===== src/rtl/stream_byte_reassembler_assert.svh =====
// Assertion macros used by the reassembler back end (sbr_back).
// The first form is gated by reset; the second checks at every clock edge.
`ifndef STREAM_BYTE_REASSEMBLER_ASSERT_SVH
`define STREAM_BYTE_REASSEMBLER_ASSERT_SVH
`ifndef SYNTHESIS
`define SBR_ASSERT(name, prop, msg) \
  name: assert property (@(posedge clk_i) disable iff (!rst_ni) prop) else $error(msg);
`define SBR_ASSERT_NOW(name, prop, msg) \
  name: assert property (@(posedge clk_i) prop) else $error(msg);
`else
`define SBR_ASSERT(name, prop, msg)
`define SBR_ASSERT_NOW(name, prop, msg)
`endif
`endif


===== src/rtl/sbr_pkg.sv =====
package sbr_pkg;

  localparam int unsigned IdxW           = 64;
  localparam int unsigned ByteW          = 8;
  localparam int unsigned BufferBytesDef = 64;
  localparam int unsigned MaxResults     = 64;
  localparam int unsigned CntW           = $clog2(MaxResults + 1);
  localparam int unsigned InDepth        = 2;
  localparam int unsigned OutDepth       = 4;

  localparam logic OpData   = 1'b0;
  localparam logic OpMarker = 1'b1;

  localparam logic KindData  = 1'b0;
  localparam logic KindClose = 1'b1;

  // Input beat after the front has classified it.
  typedef struct packed {
    logic             is_marker;
    logic             has_end;
    logic [IdxW-1:0]  idx;
    logic [IdxW-1:0]  end_pos;
    logic [ByteW-1:0] val;
  } in_item_t;

  typedef struct packed {
    logic             kind;
    logic [ByteW-1:0] data;
    logic             last;
  } result_t;

endpackage


===== src/rtl/stream_byte_reassembler.sv =====
// Byte stream reassembler. Input beats (push/full) carry one byte with its
// absolute 64-bit stream index, or an empty end marker holding the end index.
// Result beats (empty/pop) carry in-order bytes and one final close beat;
// run_last_o flags the last result caused by an input beat.
// An input beat is queued by the front; the back then takes it, computes
// its window offsets and stores it, and releases its results one per
// cycle while the result queue has room (a beat that releases nothing still
// passes through the drain state). A beat causes up to 64 results; the
// drain walks the byte store one slot per cycle, when not stalled, through
// its single registered read port. A beat that only carries a close held
// back by a full drain skips the store step, and a beat that arrives after
// the close is dropped. A short queue sits on each side, so new beats are
// taken while results wait.
// If the receiver does not pop, the drain stalls when the result queue
// fills, and the input side reports full once its own queue is full. Reset
// empties both queues, clears all valid marks, sets the next expected index
// to zero and forgets any recorded end; the byte store itself is not cleared.
// After the close beat, every later input is dropped.
module stream_byte_reassembler #(
  parameter int unsigned BUFFER_BYTES = sbr_pkg::BufferBytesDef
) (
  input  logic                      clk_i,
  input  logic                      rst_ni,
  input  logic                      push,
  output logic                      full,
  input  logic                      opcode_i,
  input  logic [sbr_pkg::IdxW-1:0]  stream_index_i,
  input  logic [sbr_pkg::ByteW-1:0] byte_value_i,
  input  logic                      final_byte_i,
  output logic                      empty,
  input  logic                      pop,
  output logic                      out_kind_o,
  output logic [sbr_pkg::ByteW-1:0] out_byte_o,
  output logic                      run_last_o
);
  import sbr_pkg::*;

  logic     item_valid, item_pop;
  in_item_t item;
  logic     res_push, res_full;
  result_t  res_in, res_out;

  sbr_front u_front (
    .clk_i          (clk_i),
    .rst_ni         (rst_ni),
    .push_i         (push),
    .opcode_i       (opcode_i),
    .stream_index_i (stream_index_i),
    .byte_value_i   (byte_value_i),
    .final_byte_i   (final_byte_i),
    .full_o         (full),
    .item_valid_o   (item_valid),
    .item_o         (item),
    .item_pop_i     (item_pop)
  );

  sbr_back #(
    .BUFFER_BYTES (BUFFER_BYTES)
  ) u_back (
    .clk_i        (clk_i),
    .rst_ni       (rst_ni),
    .item_valid_i (item_valid),
    .item_i       (item),
    .item_pop_o   (item_pop),
    .res_push_o   (res_push),
    .res_o        (res_in),
    .res_full_i   (res_full)
  );

  sbr_out_fifo u_out_fifo (
    .clk_i   (clk_i),
    .rst_ni  (rst_ni),
    .push_i  (res_push),
    .res_i   (res_in),
    .full_o  (res_full),
    .empty_o (empty),
    .pop_i   (pop),
    .res_o   (res_out)
  );

  assign out_kind_o = res_out.kind;
  assign out_byte_o = res_out.data;
  assign run_last_o = res_out.last;

endmodule


===== src/rtl/sbr_front.sv =====
module sbr_front (
  input  logic                       clk_i,
  input  logic                       rst_ni,
  input  logic                       push_i,
  input  logic                       opcode_i,
  input  logic [sbr_pkg::IdxW-1:0]   stream_index_i,
  input  logic [sbr_pkg::ByteW-1:0]  byte_value_i,
  input  logic                       final_byte_i,
  output logic                       full_o,
  output logic                       item_valid_o,
  output sbr_pkg::in_item_t          item_o,
  input  logic                       item_pop_i
);
  import sbr_pkg::*;

  localparam int unsigned PtrW  = (InDepth > 1) ? $clog2(InDepth) : 1;
  localparam int unsigned FillW = $clog2(InDepth + 1);

  in_item_t         fifo_q [InDepth];
  in_item_t         item_new;
  logic [PtrW-1:0]  wr_ptr_q, wr_ptr_d, rd_ptr_q, rd_ptr_d;
  logic [FillW-1:0] fill_q, fill_d;
  logic             do_push, do_pop;

  // The end position a beat carries is worked out here, before it is queued.
  always_comb begin
    item_new.is_marker = (opcode_i == OpMarker);
    item_new.has_end   = (opcode_i == OpMarker) || final_byte_i;
    item_new.idx       = stream_index_i;
    item_new.end_pos   = (opcode_i == OpMarker) ? stream_index_i
                                                 : stream_index_i + 1'b1;
    item_new.val       = byte_value_i;
  end

  assign full_o       = (fill_q == FillW'(InDepth));
  assign item_valid_o = (fill_q != '0);
  assign item_o       = fifo_q[rd_ptr_q];
  assign do_push      = push_i && !full_o;
  assign do_pop       = item_pop_i && item_valid_o;

  always_comb begin
    wr_ptr_d = wr_ptr_q;
    rd_ptr_d = rd_ptr_q;
    fill_d   = fill_q;
    if (do_push) begin
      wr_ptr_d = (wr_ptr_q == PtrW'(InDepth - 1)) ? '0 : wr_ptr_q + 1'b1;
    end
    if (do_pop) begin
      rd_ptr_d = (rd_ptr_q == PtrW'(InDepth - 1)) ? '0 : rd_ptr_q + 1'b1;
    end
    if (do_push && !do_pop) begin
      fill_d = fill_q + 1'b1;
    end else if (do_pop && !do_push) begin
      fill_d = fill_q - 1'b1;
    end
  end

  always_ff @(posedge clk_i or negedge rst_ni) begin
    if (!rst_ni) begin
      wr_ptr_q <= '0;
      rd_ptr_q <= '0;
      fill_q   <= '0;
    end else begin
      wr_ptr_q <= wr_ptr_d;
      rd_ptr_q <= rd_ptr_d;
      fill_q   <= fill_d;
    end
  end

  always_ff @(posedge clk_i) begin
    if (do_push) begin
      fifo_q[wr_ptr_q] <= item_new;
    end
  end

endmodule


===== src/rtl/sbr_out_fifo.sv =====
module sbr_out_fifo (
  input  logic             clk_i,
  input  logic             rst_ni,
  input  logic             push_i,
  input  sbr_pkg::result_t res_i,
  output logic             full_o,
  output logic             empty_o,
  input  logic             pop_i,
  output sbr_pkg::result_t res_o
);
  import sbr_pkg::*;

  localparam int unsigned PtrW  = (OutDepth > 1) ? $clog2(OutDepth) : 1;
  localparam int unsigned FillW = $clog2(OutDepth + 1);

  result_t          fifo_q [OutDepth];
  logic [PtrW-1:0]  wr_ptr_q, wr_ptr_d, rd_ptr_q, rd_ptr_d;
  logic [FillW-1:0] fill_q, fill_d;
  logic             do_push, do_pop;

  assign full_o  = (fill_q == FillW'(OutDepth));
  assign empty_o = (fill_q == '0);
  assign res_o   = fifo_q[rd_ptr_q];
  assign do_push = push_i && !full_o;
  assign do_pop  = pop_i && !empty_o;

  always_comb begin
    wr_ptr_d = wr_ptr_q;
    rd_ptr_d = rd_ptr_q;
    fill_d   = fill_q;
    if (do_push) begin
      wr_ptr_d = (wr_ptr_q == PtrW'(OutDepth - 1)) ? '0 : wr_ptr_q + 1'b1;
    end
    if (do_pop) begin
      rd_ptr_d = (rd_ptr_q == PtrW'(OutDepth - 1)) ? '0 : rd_ptr_q + 1'b1;
    end
    if (do_push && !do_pop) begin
      fill_d = fill_q + 1'b1;
    end else if (do_pop && !do_push) begin
      fill_d = fill_q - 1'b1;
    end
  end

  always_ff @(posedge clk_i or negedge rst_ni) begin
    if (!rst_ni) begin
      wr_ptr_q <= '0;
      rd_ptr_q <= '0;
      fill_q   <= '0;
    end else begin
      wr_ptr_q <= wr_ptr_d;
      rd_ptr_q <= rd_ptr_d;
      fill_q   <= fill_d;
    end
  end

  always_ff @(posedge clk_i) begin
    if (do_push) begin
      fifo_q[wr_ptr_q] <= res_i;
    end
  end

endmodule


===== src/rtl/sbr_back.sv =====
`include "stream_byte_reassembler_assert.svh"

module sbr_back #(
  parameter int unsigned BUFFER_BYTES = sbr_pkg::BufferBytesDef
) (
  input  logic              clk_i,
  input  logic              rst_ni,
  input  logic              item_valid_i,
  input  sbr_pkg::in_item_t item_i,
  output logic              item_pop_o,
  output logic              res_push_o,
  output sbr_pkg::result_t  res_o,
  input  logic              res_full_i
);
  import sbr_pkg::*;

  localparam int unsigned SlotW = $clog2(BUFFER_BYTES);
  localparam int unsigned OffW  = $clog2(BUFFER_BYTES + 1);

  typedef enum logic [1:0] {
    StIdle,
    StCalc,
    StApply,
    StDrain
  } state_e;

  state_e                  state_q, state_d;
  in_item_t                item_q;
  logic [IdxW-1:0]         ne_q, ne_d;
  logic [SlotW-1:0]        ne_slot_q, ne_slot_d;
  logic                    ek_q, ek_d;
  logic [OffW-1:0]         rem_q, rem_d;
  logic                    closed_q, closed_d;
  logic [BUFFER_BYTES-1:0] valid_q, valid_d;
  logic [CntW-1:0]         cnt_q, cnt_d;

  logic [ByteW-1:0]        win_mem [BUFFER_BYTES];
  logic [ByteW-1:0]        rd_q;
  logic [SlotW-1:0]        rd_addr;
  logic                    mem_we;

  logic [IdxW-1:0]         d_full, de_full;
  logic                    in_win_q, end_in_q;
  logic [SlotW-1:0]        d_q;
  logic [OffW-1:0]         de_q;

  logic                    rec, ek_new, store;
  logic [OffW-1:0]         rem_new;
  logic [SlotW:0]          slot_sum;
  logic [SlotW-1:0]        wslot, slot_inc;
  logic                    data_last;

  // Offsets from the next expected index, registered so that the decision
  // in the following cycle works on narrow values only.
  assign d_full  = item_q.idx - ne_q;
  assign de_full = item_q.end_pos - ne_q;

  always_ff @(posedge clk_i) begin
    if (item_pop_o) begin
      item_q <= item_i;
    end
    in_win_q <= (d_full < IdxW'(BUFFER_BYTES));
    d_q      <= d_full[SlotW-1:0];
    end_in_q <= (de_full <= IdxW'(BUFFER_BYTES));
    de_q     <= de_full[OffW-1:0];
  end

  // While an end is known, rem_q counts the bytes still to be released before it.
  assign rec     = !ek_q && item_q.has_end && end_in_q;
  assign ek_new  = ek_q || rec;
  assign rem_new = rec ? de_q : rem_q;
  assign store   = !item_q.is_marker && in_win_q && !(ek_new && (OffW'(d_q) >= rem_new));

  assign slot_sum = {1'b0, ne_slot_q} + {1'b0, d_q};
  assign wslot    = (slot_sum >= (SlotW + 1)'(BUFFER_BYTES))
                    ? SlotW'(slot_sum - (SlotW + 1)'(BUFFER_BYTES))
                    : SlotW'(slot_sum);
  assign slot_inc = (ne_slot_q == SlotW'(BUFFER_BYTES - 1)) ? '0 : ne_slot_q + 1'b1;

  // A byte ends the run when the result budget is spent, or when nothing
  // follows it: no stored successor and no end right behind it.
  assign data_last = (cnt_q == CntW'(MaxResults - 1))
                  || (!(ek_q && (rem_q == OffW'(1))) && !valid_q[slot_inc]);

  always_comb begin
    state_d    = state_q;
    ne_d       = ne_q;
    ne_slot_d  = ne_slot_q;
    ek_d       = ek_q;
    rem_d      = rem_q;
    closed_d   = closed_q;
    valid_d    = valid_q;
    cnt_d      = cnt_q;
    item_pop_o = 1'b0;
    res_push_o = 1'b0;
    res_o.kind = KindData;
    res_o.data = rd_q;
    res_o.last = 1'b0;
    mem_we     = 1'b0;
    rd_addr    = ne_slot_q;
    case (state_q)
      StIdle: begin
        if (item_valid_i) begin
          item_pop_o = 1'b1;
          state_d    = StCalc;
        end
      end
      StCalc: begin
        cnt_d = '0;
        if (closed_q) begin
          state_d = StIdle;
        end else if (ek_q && (rem_q == '0)) begin
          // A close held back by a full run goes out now; the beat is dropped.
          state_d = StDrain;
        end else begin
          state_d = StApply;
        end
      end
      StApply: begin
        ek_d  = ek_new;
        rem_d = rem_new;
        if (store) begin
          mem_we         = 1'b1;
          valid_d[wslot] = 1'b1;
        end
        state_d = StDrain;
      end
      StDrain: begin
        if (ek_q && (rem_q == '0)) begin
          res_o.kind = KindClose;
          res_o.data = '0;
          res_o.last = 1'b1;
          if (!res_full_i) begin
            res_push_o = 1'b1;
            closed_d   = 1'b1;
            state_d    = StIdle;
          end
        end else if (valid_q[ne_slot_q]) begin
          res_o.last = data_last;
          if (!res_full_i) begin
            res_push_o         = 1'b1;
            valid_d[ne_slot_q] = 1'b0;
            ne_d               = ne_q + 1'b1;
            ne_slot_d          = slot_inc;
            cnt_d              = cnt_q + 1'b1;
            rd_addr            = slot_inc;
            if (ek_q) begin
              rem_d = rem_q - 1'b1;
            end
            if (data_last) begin
              state_d = StIdle;
            end
          end
        end else begin
          state_d = StIdle;
        end
      end
      default: begin
        state_d = StIdle;
      end
    endcase
  end

  always_ff @(posedge clk_i or negedge rst_ni) begin
    if (!rst_ni) begin
      state_q   <= StIdle;
      ne_q      <= '0;
      ne_slot_q <= '0;
      ek_q      <= 1'b0;
      rem_q     <= '0;
      closed_q  <= 1'b0;
      valid_q   <= '0;
      cnt_q     <= '0;
    end else begin
      state_q   <= state_d;
      ne_q      <= ne_d;
      ne_slot_q <= ne_slot_d;
      ek_q      <= ek_d;
      rem_q     <= rem_d;
      closed_q  <= closed_d;
      valid_q   <= valid_d;
      cnt_q     <= cnt_d;
    end
  end

  // Byte store. The read port always fetches the slot that is due next, and
  // a write to that same slot is forwarded.
  always_ff @(posedge clk_i) begin
    if (mem_we) begin
      win_mem[wslot] <= item_q.val;
    end
    if (mem_we && (wslot == rd_addr)) begin
      rd_q <= item_q.val;
    end else begin
      rd_q <= win_mem[rd_addr];
    end
  end

  `SBR_ASSERT_NOW(a_quiet_after_close, closed_q |-> !res_push_o, "result after stream close")
  `SBR_ASSERT_NOW(a_rem_in_window, ek_q |-> (rem_q <= OffW'(BUFFER_BYTES)), "end beyond window")
  `SBR_ASSERT(a_close_sets_closed, (res_push_o && (res_o.kind == KindClose)) |=> closed_q, "close lost")
  `SBR_ASSERT(a_emit_clears_slot, (res_push_o && (res_o.kind == KindData)) |=> !valid_q[$past(ne_slot_q)], "slot kept")

endmodule

===== config.mk =====
export PLATFORM = sky130hd
export DESIGN_NAME = stream_byte_reassembler
export DESIGN_NICKNAME = d
export VERILOG_FILES = /design/src/rtl/sbr_pkg.sv /design/src/rtl/stream_byte_reassembler.sv /design/src/rtl/sbr_front.sv /design/src/rtl/sbr_out_fifo.sv /design/src/rtl/sbr_back.sv
export VERILOG_INCLUDE_DIRS = /design/src /design/src/rtl
export SDC_FILE = /design/constraint.sdc
export NUM_CORES = 2
export LEC_CHECK = 0
export BUFFER_PORTS_ARGS = -buffer_cell sky130_fd_sc_hd__buf_2
export CORE_MARGIN = 2
export CORE_UTILIZATION = 60
export CTS_CLUSTER_SIZE = 28
export DETAILED_ROUTE_END_ITERATION = 10
export GPL_TIMING_DRIVEN = 0
export PLACE_DENSITY = 0.77
export SYNTH_ARGS = -nofsm -noshare
export SYNTH_HDL_FRONTEND = slang
export SYNTH_SLANG_ARGS = --single-unit

===== constraint.sdc =====
create_clock -name clk_i -period 8.4 [get_ports clk_i]
set_clock_uncertainty 0.05 [all_clocks]
set_input_delay 0.42 -clock clk_i [delete_from_list [all_inputs] [get_ports clk_i]]
set_output_delay 0.42 -clock clk_i [all_outputs]
set_load 0.1 [all_outputs]

======== Word-level counts from Yosys, hierarchy flattened ========
Memory sizes are Yosys's and may differ from the RTL's. A register that Yosys moved wholly into a read port is not among the register bits.
Index checks and enable logic that the tools add are counted.
word-level totals
  input port bits ......................... 78
  register bits ........................... 178
  RAM bits ................................ 828
  logic and storage cells ................. 183
  latch bits .............................. 0
  memories kept ........................... 3
  bits in read-only memories .............. 0
cells by class
  divide/modulo/power cells ............... 0
  $add $sub $neg .......................... 17
  shift-type cells ........................ 0
  multipliers ............................. 0
  reductions and logical operators ........ 47
  equal/unequal tests ..................... 19
  muxes and demuxes ....................... 65
  bitwise operators ....................... 5
  magnitude comparators ................... 9
memories
  memory             words  bits a word  rd ports  clocked after memory_dff  wr ports  RTL line            source
  u_back.win_mem     64     8            1         1                         1         sbr_back.sv:37      logic [ByteW-1:0] win_mem [BUFFER_BYTES];
  u_front.fifo_q     2      138          1         1                         1         sbr_front.sv:19     in_item_t fifo_q [InDepth];
  u_out_fifo.fifo_q  4      10           1         0                         1         sbr_out_fifo.sv:16  result_t fifo_q [OutDepth];
operators by type and width
  kind                                                                           count
  64-bit 2-to-1 mux                                                              5
  64-bit by 1-bit adder with 64-bit output, second input constant                2
  64-bit one-hot mux with 2 select lines                                         1
  64-bit subtractor                                                              2
  64-bit AND                                                                     1
  64-bit by 7-bit <= comparator with 1-bit output, second input constant         1
  64-bit by 7-bit less-than comparator with 1-bit output, second input constant  1
  64-bit NOT                                                                     1
  64-bit OR                                                                      1
  7-bit 2-to-1 mux                                                               8
  6-bit 2-to-1 mux                                                               6
  7-bit one-hot mux with 2 select lines                                          2
  1-bit 2-to-1 mux                                                               23
  2-bit 2-to-1 mux                                                               11
  6-bit by 7-bit less-than comparator with 1-bit output, second input constant   3
  1-bit logical AND                                                              18
  1-bit binary-select mux with 6-bit select                                      2
  1-bit demux with 6-bit select                                                  2
  6-bit by 1-bit >= comparator with 1-bit output, second input constant          2
  1-bit zero test                                                                12
  4-bit AND reduction                                                            3
  2-bit == test, second input constant                                           5
  10-bit 2-to-1 mux                                                              1
  5-bit AND reduction                                                            2
  31 further kinds                                                               47

======== Longest topological paths before layout ========
  depth in word-level cells ............... 12
  depth in mapped cells ................... 16

======== By module ========
Synthesis repeated with hierarchy kept, for this count alone.
unflattened totals
  cells, all modules ...................... 3,871
  area total of the unflattened synthesis .. 54,593.6 um^2
modules (own cells, without submodules)
  module        area each (um^2)  sequential area each (um^2)  cells each  times used
  sbr_back      41,205.8          23,742.8                     3,124       1
  sbr_front     11,502.3          8,388.0                      658         1
  sbr_out_fifo  1,885.6           1,376.3                      89          1

======== Least setup slack after synthesis ========
No wires, ideal clock.
  path type ............................... reg-to-reg
  start point ............................. register u_front.fill_q[0]
  end point ............................... memory u_front.fifo_q[0][0] (netlist name) (enable)
  setup time .............................. 0.637 ns
  clock period less this slack ............ 7.063 ns
  arrival time ............................ 6.376 ns
  data required time ...................... 7.713 ns
  slack ................................... 1.337 ns
  stages on the path, launching flop included .. 4
  cells stage by stage .................... dfrtp_1 > nand2b_1 > nand2_1 > nor2_1
between the ends
  longest elaborated chain between the ends .. 5
RTL lines
  element                                 RTL line         source
  start, declared                         sbr_front.sv:22  logic [FillW-1:0] fill_q, fill_d;
  start signal, assigned                  sbr_front.sv:66  fill_q <= fill_d;
  2-bit == test                           sbr_front.sv:35  assign full_o = (fill_q == FillW'(InDepth));
  1-bit zero test                         sbr_front.sv:38  assign do_push = push_i && !full_o;
  1-bit logical AND                       sbr_front.sv:38
  1-bit 2-to-1 mux                        sbr_front.sv:71  if (do_push) begin
  1-bit 2-to-1 mux (not written as such)  sbr_front.sv:72  fifo_q[wr_ptr_q] <= item_new;
  end, declared                           sbr_front.sv:19
Every way passes these cells.

======== Worst setup path in the final report ========
  start point ............................. register u_back.ne_q[0]
  end point ............................... register u_back.in_win_q
between the ends
  longest elaborated chain between the ends .. 2
RTL lines
  element                                                 RTL line         source
  start, declared                                         sbr_back.sv:29   logic [IdxW-1:0] ne_q, ne_d;
  start signal, assigned                                  sbr_back.sv:176  ne_q <= ne_d;
  64-bit subtractor                                       sbr_back.sv:55   assign d_full = item_q.idx - ne_q;
  64-bit by 7-bit less-than comparator with 1-bit output  sbr_back.sv:62   in_win_q <= (d_full < IdxW'(BUFFER_BYTES));
  end signal, assigned                                    sbr_back.sv:62
  end, declared                                           sbr_back.sv:43   logic in_win_q, end_in_q;
Every way passes these cells.
A chain may end at the register's enable or synchronous reset.

==> impl_results.md <==
* CP cell instances: ha_1 -> fa_1 -> nand2b_1 -> a21oi_1 -> nor2_1 -> o21a_1 -> a2111oi_0 -> nand4_1 -> nor4_1 -> nand4_1 -> nor3_1 -> o2111ai_1 -> nor4_1
* Crit path launch: u_back.ne_q[0]
* Clock Power Share at between 20% and 30%
* R2R setup slack at 2.94 ns
* Clk root buf: clkbuf_16
* Post-synthesis adder-cell area fraction at around 3.6%
* Max cap viols at 0
* Status: completed
* CP max stage delay at a little under 0.9 ns
* Register area share after synthesis at about three fifths
* Residual DRC at 0
* Most frequent cell after synthesis: edfxtp_1
* Die Ht at 304.1 um
* Fin. Hold Viols at 0
* Routed wire length at ~140000 um
* Clock Sink Count at 1150
* Die W at around 300 um
* RSZ-0062 raised after global routing: no
* Via count at between 30000 and 40000
* Async set-reset flop share out of synthesis at 14.17%
* GP Congestion at just under 1
* EDFF count, synth at between 900 and 1000
* Syn. warnings at 0
* Worst setup path end: u_back.in_win_q
* Fin util at between 60% and 70%
* Cell-internal power at about 0.012 W
* P&R area growth vs syn at 12.64%
* P_sw at 0.006077 W
* Per-cell routed wire length at between 20 and 30 um
* Remaining antenna violation count after routing at 0
* Slowest-stage cell, CP: nor4_1
* Initial antenna violation count at 2
* Static Leak at 20.58 nW
* CP Capture Type: flop
* Main combinational cell family by area after synthesis: multiplexers
* Crit-path leading delay family: simple AND/OR/NAND/NOR gates
* Largest net degree at the start of global routing at 84
* Gate Count Post-Synth at about 3800
* Crit Path Max Fanout at 5
* Worst flop-to-flop path endpoint: u_back.in_win_q
* Starting DRT DRC Count at 3766
* Grt total ovfl at 0
* Synth Area in Compound Gates at 8.387%
* Most common flop cell mapped by yosys: edfxtp_1
* Worst-skew pair later-pin latency at 0.73 ns
* CP startpoint kind: flop
* Max VDD drop at roughly 0.20 mV
* Post-route minimum period at 5.464 ns
* # IOs at 90
* Share of cells above drive strength 1 at between 15 and 20%
* Fmax at around 180 MHz
* CTS H-tree lvls at 3
* Post-CTS Resized at 0
* # diodes at 0
* Hold_ws at ~0.089 ns
* CP bufs+invs at 0
* Vias in the first global route at 35070
* Area contributors post-synth: edfxtp_1 (54%), mux4_2 (8.4%), dfrtp_1 (7.5%)
* Final Net Count at 4377
* Multiplexer share of the synthesized area at 12.11%
* Total stage count of the critical path at 13
* Core box area at around 0.09 mm2
* CTS Buf Count at 110
* Gate power share at between 30% and 40%
* Top cell type's share of synthesized area at 53.67%
* Synth unique cells at 88
* Hold crit path type: input pin to flop
* Mapped cell area at 0.05405 mm2
* Slew Viols, Final at 0
* Final setup TNS at 0 ns
* Power density over cell area at between 200 and 300 mW/mm2
* DR vias/cell at ~6.5
* Clock slew at reported path FFs at about 0.060 ns
* Seq pwr share at a little over two fifths
* Filler Cells Inserted at between 6000 and 7000
* Switch share at 33.83%
* Worst-Margin Slew at approximately 1.4 ns
* Rows at between 100 and 150
* DP HPWL at 98790 um
* Arrival time worst endpoint at approximately 6 ns
* Final period util at around 65%
* Slew HR at 3.814%
* Synth Net Count at slightly above 4000
* DRT Pass-1 Iters at 7
* CP Class: flop to flop
* Final setup viols at 0
* Syn Area/Cell at 14.06 um2
* Die area at 0.09250 mm2
* PortBufs at approximately 90
* Synth Register Bits at approximately 1200
* CTS Buffer Depth at 3
* Worst R2R Path Depth at 13
* Total track usage at a little under a third
* Synth Area in Simple Gates at under 10%
* Post-synthesis xor/xnor area fraction at ~3.5%
* RR Startpoint: u_back.ne_q[0]
* Synth top cells by count: edfxtp_1 (966), nand2_1 (248), o21ai_0 (225)
* First-pass GRT wire length at approximately 210000 um
* CTS tree: done
* Cell taking the most area after synthesis: edfxtp_1
* WP data required at between 8 and 9 ns
* Initial Util at slightly above 60%
-- state kept, by name, summed over array words and instances (netlist names), 3 cells and up, named ones only --
signal / flops
u_back.cnt_q: 7
u_back.valid_q: 64
u_back.item_q: 138
u_out_fifo.fifo_q: 40
u_back.d_q: 6
u_back.rem_q: 7
u_back.de_q: 7
u_front.fifo_q: 276
u_back.ne_slot_q: 6
u_back.ne_q: 64
u_back.win_mem: 512
u_out_fifo.fill_q: 3
-- worst min-delay path: cells and delay by family --
| kind | cells | cell delay [ns] |
|---|---|---|
| AO/OA/AOI/OAI | 1 | 0.14 |
| buffers and inverters | 1 | 0.10 |
| AND/OR/NAND/NOR | 1 | 0.17 |
-- area by class of cell --
cell class	count	area [um2]	area share [%]
buffer	168	648.1	1.065
clock buffer	150	2984	4.902
clock inverter	57	494.2	0.8118
inverter	131	496.7	0.8159
multi-input combinational	2394	19420	31.90
sequential	1150	33510	55.04
tap	1176	1471	2.417
timing repair buffer	190	1854	3.046
-- power by group through the flow --
stage	Clock (W)	Sequential [W]	Combinational, W
2_1_floorplan	0	0.00784	0.00353
3_3_place_gp	0	0.00827	0.00475
3_5_place_dp	0	0.00790	0.00527
4_1_cts	0.00480	0.00778	0.00534
5_1_grt	0.00501	0.00782	0.00587
6_report	0.00476	0.00778	0.00542
-- worst min-delay path by stage --
stage	start	slack [ns]	endpoint	cells past startpoint
global placement	u_back.ne_q[43]	0.41	u_back.ne_q[43]	1
CTS	push	0.07	u_front.wr_ptr_q	3
detailed placement	rst_ni	0.41	u_out_fifo.fill_q[2]	1
global route	push	0.11	u_front.wr_ptr_q	3
floorplan	rst_ni	0.07	asynchronous set/reset pin	0
finish	pop	0.09	u_out_fifo.rd_ptr_q[0]	3
-- placed cells by master, fill, tap and decap left out, drive strengths merged, types with 134 or more instances in the layout --
cell,n
mux4,201
a21oi,180
nand2,248
edfxtp,966
xnor2,164
ha,150
clkbuf,285
nor2,206
mux2,150
o21ai,243
inv,134
buf,148
dfrtp,163
-- routing by layer --
layer	track usage (%)	wire length (um)
met1	38.89	53740
met2	52.96	71460
met3	5.042	10440
met4	13.43	7004
met5	0	22
-- cell families after synthesis --
logic type | after synthesis
AOI/OAI and AO/OA | 725
xor gates and xnor gates | 219
adders and majority gates | 154
buffers and inverters | 299
DFF | 1150
muxes | 384
and+or+nand+nor | 912
-- metrics by stage --
stage	instances	area, um2	power, W	setup slack [ns]
finish	5416	60880	0.01796	2.936
global route	5416	60880	0.01871	2.699
CTS	5416	60880	0.01792	2.955
detailed placement	5134	56650	0.01317	2.976
global placement	5108	55960	0.01302	-2.583
floorplan	3843	54050	0.01137	1.337
-- repair_timing --
| item | CTS | global route |
|---|---|---|
| hold buffers | 75 | 0 |
| hold endpoints to repair | 234 | 0 |
| endpoints found under the setup margin | 0 | 0 |
| buffers inserted | 0 | 0 |
Power figures use the tool's default switching activity.
